### config.mk
export PLATFORM = sky130hd
export DESIGN_NAME = oneshot_modifier_layer_fsm_unit
export DESIGN_NICKNAME = d
export VERILOG_FILES = /design/src/hdl/oml_pkg.sv /design/src/hdl/oneshot_modifier_layer_fsm_unit.sv /design/src/hdl/oml_key_match.sv /design/src/hdl/oml_mod_fsm.sv /design/src/hdl/oml_layer_fsm.sv
export SDC_FILE = /design/constraint.sdc
export NUM_CORES = 1
export LEC_CHECK = 0
export ABC_AREA = 1
export BUFFER_PORTS_ARGS = -buffer_cell sky130_fd_sc_hd__buf_2
export CAP_MARGIN = 20
export CORE_AREA = 2 2 227 117
export DETAILED_ROUTE_END_ITERATION = 10
export DIE_AREA = 0 0 229 119
export SKIP_LAST_GASP = 1
export SYNTH_ARGS = -nofsm -noshare
export SYNTH_HDL_FRONTEND = slang
export SYNTH_HIERARCHICAL = 1
export SYNTH_SLANG_ARGS = --single-unit
### constraint.sdc
create_clock -name clk -period 7.54 [get_ports clk]
set_clock_uncertainty 0.15 [all_clocks]
set_input_delay 1.508 -clock clk [delete_from_list [all_inputs] [get_ports clk]]
set_output_delay 1.508 -clock clk [all_outputs]
set_load 0.01 [all_outputs]
### src/hdl/oml_pkg.sv
`default_nettype none

package oml_pkg;

  localparam int unsigned NumMods  = 4;
  localparam int unsigned KeyW     = 16;
  localparam int unsigned CfgIdxW  = 3;

  // configuration register indexes
  localparam logic [CfgIdxW-1:0] RegShiftTrig  = 3'd0;
  localparam logic [CfgIdxW-1:0] RegCtrlTrig   = 3'd1;
  localparam logic [CfgIdxW-1:0] RegAltTrig    = 3'd2;
  localparam logic [CfgIdxW-1:0] RegGuiTrig    = 3'd3;
  localparam logic [CfgIdxW-1:0] RegLayerTrig  = 3'd4;
  localparam logic [CfgIdxW-1:0] RegCancelA    = 3'd5;
  localparam logic [CfgIdxW-1:0] RegCancelB    = 3'd6;

  typedef enum logic [2:0] {
    M_UP_UNQ     = 3'd0,
    M_DN_UNUSED  = 3'd1,
    M_DN_USED    = 3'd2,
    M_UP_Q       = 3'd3,
    M_UP_Q_LAYER = 3'd4
  } mod_mode_t;

  typedef enum logic [2:0] {
    L_UP_UNQ    = 3'd0,
    L_UP_Q      = 3'd1,
    L_UP_PEND   = 3'd2,
    L_DN_UNUSED = 3'd3,
    L_DN_PEND   = 3'd4,
    L_DN_USED   = 3'd5
  } layer_mode_t;

  // decoded key event
  typedef struct packed {
    logic               press;
    logic [NumMods-1:0] trig_hit;
    logic               layer_hit;
    logic               cancel_hit;
  } key_event_t;

  // layer machine to modifier machines
  typedef struct packed {
    logic busy;         // layer in a state that parks a queued modifier
    logic clr_q_layer;  // layer trigger released after use
  } layer_ctl_t;

endpackage

`default_nettype wire

### src/hdl/oneshot_modifier_layer_fsm_unit.sv
`default_nettype none

// Channel  Direction  Signals
// in       input      in_valid, in_ready, in_key_code[15:0], in_key_pressed
// out      output     out_valid, out_ready, out_mods_held[3:0], out_layer_active
// cfg      input      cfg_we, cfg_idx[2:0], cfg_wdata[15:0]
//
// One item per cycle unless out_ready stalls; an accepted item passes the input
// register, then the result register fed by the machine update, before out_valid rises.
// The modifier and layer state registers advance when the item in the input
// register moves into the result register. A stall on out_ready holds both
// stages; in_ready stays high while the input register is empty or moving.
// Synchronous reset clears all machines and the trigger/cancel keycodes.

module oneshot_modifier_layer_fsm_unit
  import oml_pkg::*;
(
  input  wire logic               clk,
  input  wire logic               rst_n,
  input  wire logic               in_valid,
  output logic                    in_ready,
  input  wire logic [KeyW-1:0]    in_key_code,
  input  wire logic               in_key_pressed,
  output logic                    out_valid,
  input  wire logic               out_ready,
  output logic [NumMods-1:0]      out_mods_held,
  output logic                    out_layer_active,
  input  wire logic               cfg_we,
  input  wire logic [CfgIdxW-1:0] cfg_idx,
  input  wire logic [KeyW-1:0]    cfg_wdata
);

  logic [KeyW-1:0]    trig_r [NumMods];
  logic [KeyW-1:0]    layer_trig_r, cancel_a_r, cancel_b_r;
  logic               in_vld_r;
  logic [KeyW-1:0]    kc_r;
  logic               press_r;
  logic               out_vld_r;
  logic [NumMods-1:0] mods_r, held_nxt;
  logic               layer_r, flag_nxt;
  logic               adv, step;
  key_event_t         ev;
  layer_ctl_t         lctl;

  assign adv      = !out_vld_r || out_ready;
  assign step     = in_vld_r && adv;
  assign in_ready = !in_vld_r || adv;

  always_ff @(posedge clk) begin
    if (!rst_n) begin
      for (int i = 0; i < NumMods; i++) begin
        trig_r[i] <= '0;
      end
      layer_trig_r <= '0;
      cancel_a_r   <= '0;
      cancel_b_r   <= '0;
    end else if (cfg_we) begin
      case (cfg_idx)
        RegShiftTrig: trig_r[0]    <= cfg_wdata;
        RegCtrlTrig:  trig_r[1]    <= cfg_wdata;
        RegAltTrig:   trig_r[2]    <= cfg_wdata;
        RegGuiTrig:   trig_r[3]    <= cfg_wdata;
        RegLayerTrig: layer_trig_r <= cfg_wdata;
        RegCancelA:   cancel_a_r   <= cfg_wdata;
        RegCancelB:   cancel_b_r   <= cfg_wdata;
        default:      ;
      endcase
    end
  end

  // input stage
  always_ff @(posedge clk) begin
    if (!rst_n) begin
      in_vld_r <= 1'b0;
    end else if (in_ready) begin
      in_vld_r <= in_valid;
    end
  end

  always_ff @(posedge clk) begin
    if (in_valid && in_ready) begin
      kc_r    <= in_key_code;
      press_r <= in_key_pressed;
    end
  end

  oml_key_match u_match (
    .key_code    (kc_r),
    .key_pressed (press_r),
    .trig        (trig_r),
    .layer_trig  (layer_trig_r),
    .cancel_a    (cancel_a_r),
    .cancel_b    (cancel_b_r),
    .ev          (ev)
  );

  for (genvar g = 0; g < NumMods; g++) begin : g_mod
    oml_mod_fsm u_mod (
      .clk      (clk),
      .rst_n    (rst_n),
      .step     (step),
      .own_hit  (ev.trig_hit[g]),
      .ev       (ev),
      .lctl     (lctl),
      .held_nxt (held_nxt[g])
    );
  end

  oml_layer_fsm u_layer (
    .clk      (clk),
    .rst_n    (rst_n),
    .step     (step),
    .ev       (ev),
    .lctl     (lctl),
    .flag_nxt (flag_nxt)
  );

  // result stage
  always_ff @(posedge clk) begin
    if (!rst_n) begin
      out_vld_r <= 1'b0;
    end else if (adv) begin
      out_vld_r <= in_vld_r;
    end
  end

  always_ff @(posedge clk) begin
    if (step) begin
      mods_r  <= held_nxt;
      layer_r <= flag_nxt;
    end
  end

  assign out_valid        = out_vld_r;
  assign out_mods_held    = mods_r;
  assign out_layer_active = layer_r;

endmodule

`default_nettype wire

### src/hdl/oml_key_match.sv
`default_nettype none

module oml_key_match
  import oml_pkg::*;
(
  input  wire logic [KeyW-1:0] key_code,
  input  wire logic            key_pressed,
  input  wire logic [KeyW-1:0] trig [NumMods],
  input  wire logic [KeyW-1:0] layer_trig,
  input  wire logic [KeyW-1:0] cancel_a,
  input  wire logic [KeyW-1:0] cancel_b,
  output key_event_t           ev
);

  always_comb begin
    ev.press = key_pressed;
    for (int i = 0; i < NumMods; i++) begin
      ev.trig_hit[i] = (trig[i] == key_code);
    end
    ev.layer_hit  = (layer_trig == key_code);
    ev.cancel_hit = (cancel_a == key_code) || (cancel_b == key_code);
  end

endmodule

`default_nettype wire

### src/hdl/oml_mod_fsm.sv
`default_nettype none

module oml_mod_fsm
  import oml_pkg::*;
(
  input  wire logic       clk,
  input  wire logic       rst_n,
  input  wire logic       step,
  input  wire logic       own_hit,
  input  wire key_event_t ev,
  input  wire layer_ctl_t lctl,
  output logic            held_nxt
);

  mod_mode_t mode_r, mode_nxt, mode_stp;
  logic      ignored;

  always_comb begin
    ignored  = (|ev.trig_hit) || ev.layer_hit;
    mode_stp = mode_r;
    if (own_hit) begin
      if (ev.press) begin
        mode_stp = M_DN_UNUSED;
      end else if (mode_r == M_DN_UNUSED) begin
        mode_stp = M_UP_Q;
      end else if (mode_r == M_DN_USED) begin
        mode_stp = M_UP_UNQ;
      end
    end else if (ev.press) begin
      if (ev.cancel_hit) begin
        mode_stp = M_UP_UNQ;
      end
    end else if (!ignored) begin
      case (mode_r)
        M_DN_UNUSED: mode_stp = M_DN_USED;
        M_UP_Q:      mode_stp = lctl.busy ? M_UP_Q_LAYER : M_UP_UNQ;
        default:     mode_stp = mode_r;
      endcase
    end
    // layer machine drops modifiers parked on it
    mode_nxt = mode_stp;
    if (lctl.clr_q_layer && mode_stp == M_UP_Q_LAYER) begin
      mode_nxt = M_UP_UNQ;
    end
    held_nxt = (mode_nxt != M_UP_UNQ);
  end

  always_ff @(posedge clk) begin
    if (!rst_n) begin
      mode_r <= M_UP_UNQ;
    end else if (step) begin
      mode_r <= mode_nxt;
    end
  end

endmodule

`default_nettype wire

### src/hdl/oml_layer_fsm.sv
`default_nettype none

module oml_layer_fsm
  import oml_pkg::*;
(
  input  wire logic       clk,
  input  wire logic       rst_n,
  input  wire logic       step,
  input  wire key_event_t ev,
  output layer_ctl_t      lctl,
  output logic            flag_nxt
);

  layer_mode_t        mode_r, mode_nxt;
  logic               flag_r;
  logic [NumMods-1:0] keys_r, keys_nxt;

  always_comb begin
    mode_nxt = mode_r;
    flag_nxt = flag_r;
    keys_nxt = keys_r;
    lctl.clr_q_layer = 1'b0;
    lctl.busy = mode_r inside {L_UP_PEND, L_DN_UNUSED, L_DN_PEND, L_DN_USED};
    if (ev.layer_hit) begin
      if (ev.press) begin
        if (mode_r == L_UP_UNQ) begin
          flag_nxt = 1'b1;
        end
        mode_nxt = L_DN_UNUSED;
      end else begin
        case (mode_r)
          L_DN_UNUSED: mode_nxt = L_UP_Q;
          L_DN_USED: begin
            mode_nxt = L_UP_UNQ;
            flag_nxt = 1'b0;
            lctl.clr_q_layer = 1'b1;
          end
          L_DN_PEND: mode_nxt = L_UP_PEND;
          default:   mode_nxt = mode_r;
        endcase
      end
    end else if (ev.press) begin
      keys_nxt = keys_r | ev.trig_hit;
    end else begin
      keys_nxt = keys_r & ~ev.trig_hit;
      if (|ev.trig_hit) begin
        case (mode_r)
          L_DN_PEND, L_DN_UNUSED: begin
            if (|keys_nxt) begin
              mode_nxt = L_DN_PEND;
            end else begin
              mode_nxt = L_DN_USED;
              flag_nxt = 1'b0;
            end
          end
          L_UP_Q, L_UP_PEND: begin
            if (|keys_nxt) begin
              mode_nxt = L_UP_PEND;
            end else begin
              mode_nxt = L_UP_UNQ;
              flag_nxt = 1'b0;
            end
          end
          default: mode_nxt = mode_r;
        endcase
      end
    end
  end

  always_ff @(posedge clk) begin
    if (!rst_n) begin
      mode_r <= L_UP_UNQ;
      flag_r <= 1'b0;
      keys_r <= '0;
    end else if (step) begin
      mode_r <= mode_nxt;
      flag_r <= flag_nxt;
      keys_r <= keys_nxt;
    end
  end

endmodule

`default_nettype wire

=== After elaboration in Yosys (flattened, before gate mapping) ===
Index checks and enable logic that the tools add are counted.

* Add/subtract/negate cells: 0
* $mul: 0
* Div/mod/pow operators: 0
* $lt $le $gt $ge: 0
* Equal/unequal tests: 36
* Shift operators: 0
* Multiplexer cells: 57
* Bitwise logic cells: 4
* Reductions and logical operators: 35

{| class="wikitable"
|+ Operators with widths
! cell !! count
|-
| 16-bit equality test || 7
|-
| 3-bit 2-to-1 mux || 37
|-
| 3-bit by 2-bit equality test with 1-bit output, second input constant || 12
|-
| 3-bit one-hot mux with 2 select lines || 5
|-
| 3-bit equality test, second input constant || 9
|-
| 3-bit by 1-bit equality test with 1-bit output, second input constant || 6
|-
| 2-bit AND reduction || 8
|-
| 3-bit nonzero test || 5
|-
| 1-bit 2-to-1 mux || 12
|-
| 4-bit OR reduction || 3
|-
| 3-bit one-hot mux with 3 select lines || 1
|-
| 1-bit logical AND || 6
|-
| 3-bit zero test || 2
|-
| 5-bit by 2-bit != test with 1-bit output, second input constant || 1
|-
| 5-bit AND reduction || 1
|-
| 4-bit bitwise AND || 1
|-
| 1-bit logical OR || 4
|-
| 4-bit 2-to-1 mux || 1
|-
| 4-bit NOT || 1
|-
| 4-bit OR || 1
|-
| 4-bit nonzero test || 1
|-
| 2-bit OR reduction || 2
|-
| 1-bit zero test || 2
|-
| 2-bit 2-to-1 mux || 1
|-
| other kinds (3) || 3
|}

* Bits in registers: 156
* Bits in latches: 0
* Memory bits (writable): 0
* ROM bits: 0
* Bits of input ports: 41
* Output and inout port bits: 7
* Word-level logic and storage cells: 152
* Memories: 0

=== Depth between registers and ports, before layout ===
* Word-level depth: 11
* Gate-level depth with buffers: 16
* Depth with buffers taken out: 15

=== By module ===
The synthesis kept the hierarchy.

{| class="wikitable"
|+ By module, submodules not included
! module !! instances !! cells each !! area each (um^2) !! sequential area each (um^2)
|-
| oneshot_modifier_layer_fsm_unit || 1 || 674 || 5241.3 || 2942.8
|-
| oml_key_match || 1 || 367 || 1790.5 || 0.0
|-
| oml_mod_fsm || 4 || 49 || 286.5 || 60.1
|-
| oml_layer_fsm || 1 || 103 || 601.8 || 160.2
|}

=== Least setup slack after synthesis ===
OpenSTA, ideal clock, no wires.

* Path kind: input port to flip-flop
* Start point: in out_ready
* End point: reg u_layer.mode_r[2]
* Library setup time: 0.114 ns
* Data arrival time: 3.200 ns
* Data required time: 7.276 ns
* Path slack: 4.076 ns
* Stages on the path: 7
* Path buffers: 0
* Cell sequence: inv_1 > a21oi_1 > inv_1 > nor2_2 > nand3_2 > nor2_1 > nor2_2

* Longest elaborated chain between the ends: 3

{| class="wikitable"
|+ RTL lines
! what !! RTL line !! RTL
|-
| from (decl) || oneshot_modifier_layer_fsm_unit.sv:25 || <nowiki>input wire logic out_ready,</nowiki>
|-
| 1-bit logical OR || oneshot_modifier_layer_fsm_unit.sv:45 || <nowiki>assign adv = !out_vld_r || out_ready;</nowiki>
|-
| 1-bit logical AND || oneshot_modifier_layer_fsm_unit.sv:46 || <nowiki>assign step = in_vld_r && adv;</nowiki>
|-
| net step || oneshot_modifier_layer_fsm_unit.sv:41 || <nowiki>logic adv, step;</nowiki>
|-
| 5-bit AND reduction (no source line) || n/a ||
|-
| to (signal assigned) || oml_layer_fsm.sv:76 || <nowiki>mode_r <= mode_nxt;</nowiki>
|-
| to (decl) || oml_layer_fsm.sv:14 || <nowiki>layer_mode_t mode_r, mode_nxt;</nowiki>
|}

The timed path passes the listed nets, and every way through them passes these cells.
A chain may end at the register's enable or synchronous reset.

=== Worst setup path after layout ===
* Start point: in out_ready
* End point: out in_ready

* Longest elaborated chain between the ends: 2

{| class="wikitable"
|+ RTL lines
! what !! RTL line !! RTL
|-
| 1-bit logical OR || oneshot_modifier_layer_fsm_unit.sv:45 ||
|-
| 1-bit logical OR || oneshot_modifier_layer_fsm_unit.sv:47 || <nowiki>assign in_ready = !in_vld_r || adv;</nowiki>
|-
| to (decl) || oneshot_modifier_layer_fsm_unit.sv:21 || <nowiki>output logic in_ready,</nowiki>
|}

No other way between the ends.

==> reports/metrics.yaml <==
hold_buffers: 0
setup_slack_ps: 3920
yosys.area.top_type: "dfxtp_1"
vias_per_cell: 4.73
drv_cap: 0
finalHoldViolations: 0
power.switching_uw: 539
gr-total-overflow: 0
cts_buffer_depth: 2
required_ps: 5880
p_sw_share_pct: 27.3
ios: 48
first_pass_iters: 7
yosysTopAreaCellShare_pct: 30.6
syn_area_um2: 8780
outcome: "completed"
leakagePower_nw: 4.13
pwr-share-clk_pct: 41.1
pwr-share-seq_pct: 46.5
worstSetupStartpointType: "input port"
grt_pass1_vias: 7193
grt_max_degree: 97
core-area_um2: 25600
placed_cells: 1688
die_w_um: 229
place_ws_ps: 3920
clk_latency_ps: 430
r2r-start: "kc_r[3]"
combPwrFrac_pct: 12.4
met2_length_mm: 9.83
synth_seq_area_share_pct: 38.1
wl_mm: 25.2
synthCells: 1340
setup_viol_count_final: 0
die_height_um: 119
final_antenna_net_count: 0
htree_levels: 4
yosysUniqueCellTypes: 27
rr_endpoint: "out_mods_held[2]"
final_core_util_pct: 38.0
path_buf_inv: 3
clockRootBuffer: "clkbuf_16"
ys_warn_count: 6
reg2reg_depth: 10
min_path_cells: 2
drt_iter0_drc: 848
intPower_mw: 1.43
finalPower_mw: 1.97
critPathTopFamily: "buffers and inverters"
grt_pass1_wl_mm: 40.0
reg2reg_slack_ps: 3970
drcViolationCount: 0
antenna_found_initial: 0
port_buffers: 47
initial_core_util_pct: 34.2
cpMostUsedCell: "buf_2"
path_max_fanout: 3
rows: 42
hp-class: "reg2reg"
fin_nets: 1396
dieArea_um2: 27300
dr_wl_met3_mm: 1.90
worstSetupEndpointType: "output port"
drt-wirelength-per-cell_um: 14.7
clock_sinks: 156
area.growth.synth_to_final_pct: 10.9
synth_nets: 1381
vias: 8143
synth-main-ff-cell: "dfxtp_1"
place_congestion: 0.869
cts_tree: "built"
async_flop_share_pct: 0
worstPathArrival_ps: 1960
cp.depth: 4
grtUsageTotal_pct: 18.9
dp_hpwl_mm: 17.2
highest_layer: "met4"
setup-tns-final_ps: 0
synthTopCellsByArea: "dfxtp_1, nand2_1, nor2_1"
fin_crit_ps: 3620
slew_headroom_pct: 27.2
cp_cell_sequence: "buf_2 -> inv_1 -> nand3_1 -> buf_2"
cts.clk_slew.worst_paths_ps: 60
path_class: "in2out"
diodes: 0
synth_edf_count: 22
max_stage_delay_ps: 160
met1_length_mm: 13.3
postCtsSetupRepairBufs: 0
cts-resized-gates: 0
fillers: 2758
finalNonFillerCells: 1720
powerDensity_nw_per_um2: 203
slew_violations: 0
cpMaxStageDelayCell: "buf_2"
avgSynthCellArea_um2: 6.55
numCtsBuffers: 17
ir_drop_mv: 0.141
max_freq_mhz: 276
synth_seq_cells: 156
drive_gt1_share_pct: 11.5
grt_setup_unrepaired: "no"
worst_pin_slew_ps: 1090
fin_crit_sh_pct: 48.0
==> synthesized netlist by cell type (8+ instances only) <==
master / count
a21oi_1: 16
a21oi_2: 12
buf_2: 23
buf_4: 19
dfxtp_1: 134
edfxtp_1: 22
inv_1: 130
inv_2: 14
nand2_1: 358
nand3_1: 144
nand4_1: 14
nor2_1: 302
nor2_2: 11
nor2_4: 9
o21ai_0: 17
o21ai_1: 8
or2_2: 9
xnor2_1: 62
==> power by group through the flow <==
stage | registers [mW] | logic (mW) | clock network (mW)
2_1_floorplan | 0.915 | 0.193 | 0
3_3_place_gp | 0.933 | 0.238 | 0
3_5_place_dp | 0.934 | 0.243 | 0
4_1_cts | 0.916 | 0.244 | 0.828
5_1_grt | 0.921 | 0.276 | 0.862
6_report | 0.917 | 0.245 | 0.811
==> layout by cell type (no fill, tap or decap), types with 5 or more instances in the layout <==
cell type	instances
a21oi_2	13
o21ai_0	17
inv_1	130
nand4_1	14
nor2_2	13
nand2_2	7
edfxtp_1	22
buf_4	6
nand2_1	358
a21oi_1	15
buf_2	46
o21ai_1	8
nand3_1	144
or2_2	9
clkbuf_1	5
nor2_1	299
nand3_2	7
clkbuf_16	18
inv_2	14
xnor2_1	62
dfxtp_1	134
nor2_4	10
==> how the worst max path moves through the flow <==
stage                          from                end  slack (ps)
after floorplan           out_ready  u_layer/mode_r[2]        4080
after global placement    out_ready           in_ready        3940
after detailed placement  out_ready           in_ready        3920
after CTS                 out_ready           in_ready        3920
after global routing        kc_r[1]   out_mods_held[2]        3780
final                     out_ready           in_ready        3920
==> tightest hold or removal path, cell delays in order, from the launching register on <==
cell,delay (ps)
dfxtp_1,310
inv_1,50
a21oi_1,50
==> sequential cells by signal (all words and copies together), names as in the netlist, named ones only <==
name	count
trig_r	64
cancel_a_r	16
cancel_b_r	16
kc_r	16
layer_trig_r	16
g_mod.u_mod/mode_r	12
out_mods_held	4
u_layer/mode_r	3
in_vld_r	1
out_layer_active	1
out_valid	1
press_r	1
u_layer/flag_r	1
==> cell families after synthesis <==
| logic type | share of synthesized area (%) |
|---|---|
| buffers and inverters | 10.1 |
| AOI/OAI and AO/OA | 3.62 |
| DFF | 38.1 |
| and+or+nand+nor | 41.9 |
| xor gates and xnor gates | 6.28 |
==> metrics by stage <==
stage | hold slack [ps] | area, um^2
finish | 301 | 9740
global route | 323 | 9740
CTS | 298 | 9740
detailed placement | 288 | 9200
global placement | 283 | 9170
floorplan | 273 | 8780
==> cell type report <==
type                    count  area, um^2  area share (%)
clock buffers              26         510            5.24
well taps                 352         440            4.52
clock inverters             6        35.0           0.360
inverters                 144         541            5.55
flip-flops and latches    156        3340            34.3
repair buffers             53         303            3.11
multi-input cells         983        4570            46.9
==> per-layer routing <==
layer	GRT usage, %	vias to the layer above
li1	-	4159
met1	30.0	3737
met2	25.7	235
met3	3.54	12
met4	3.81	0
met5	0	-
Note: power is estimated with default switching activity, not from simulation.
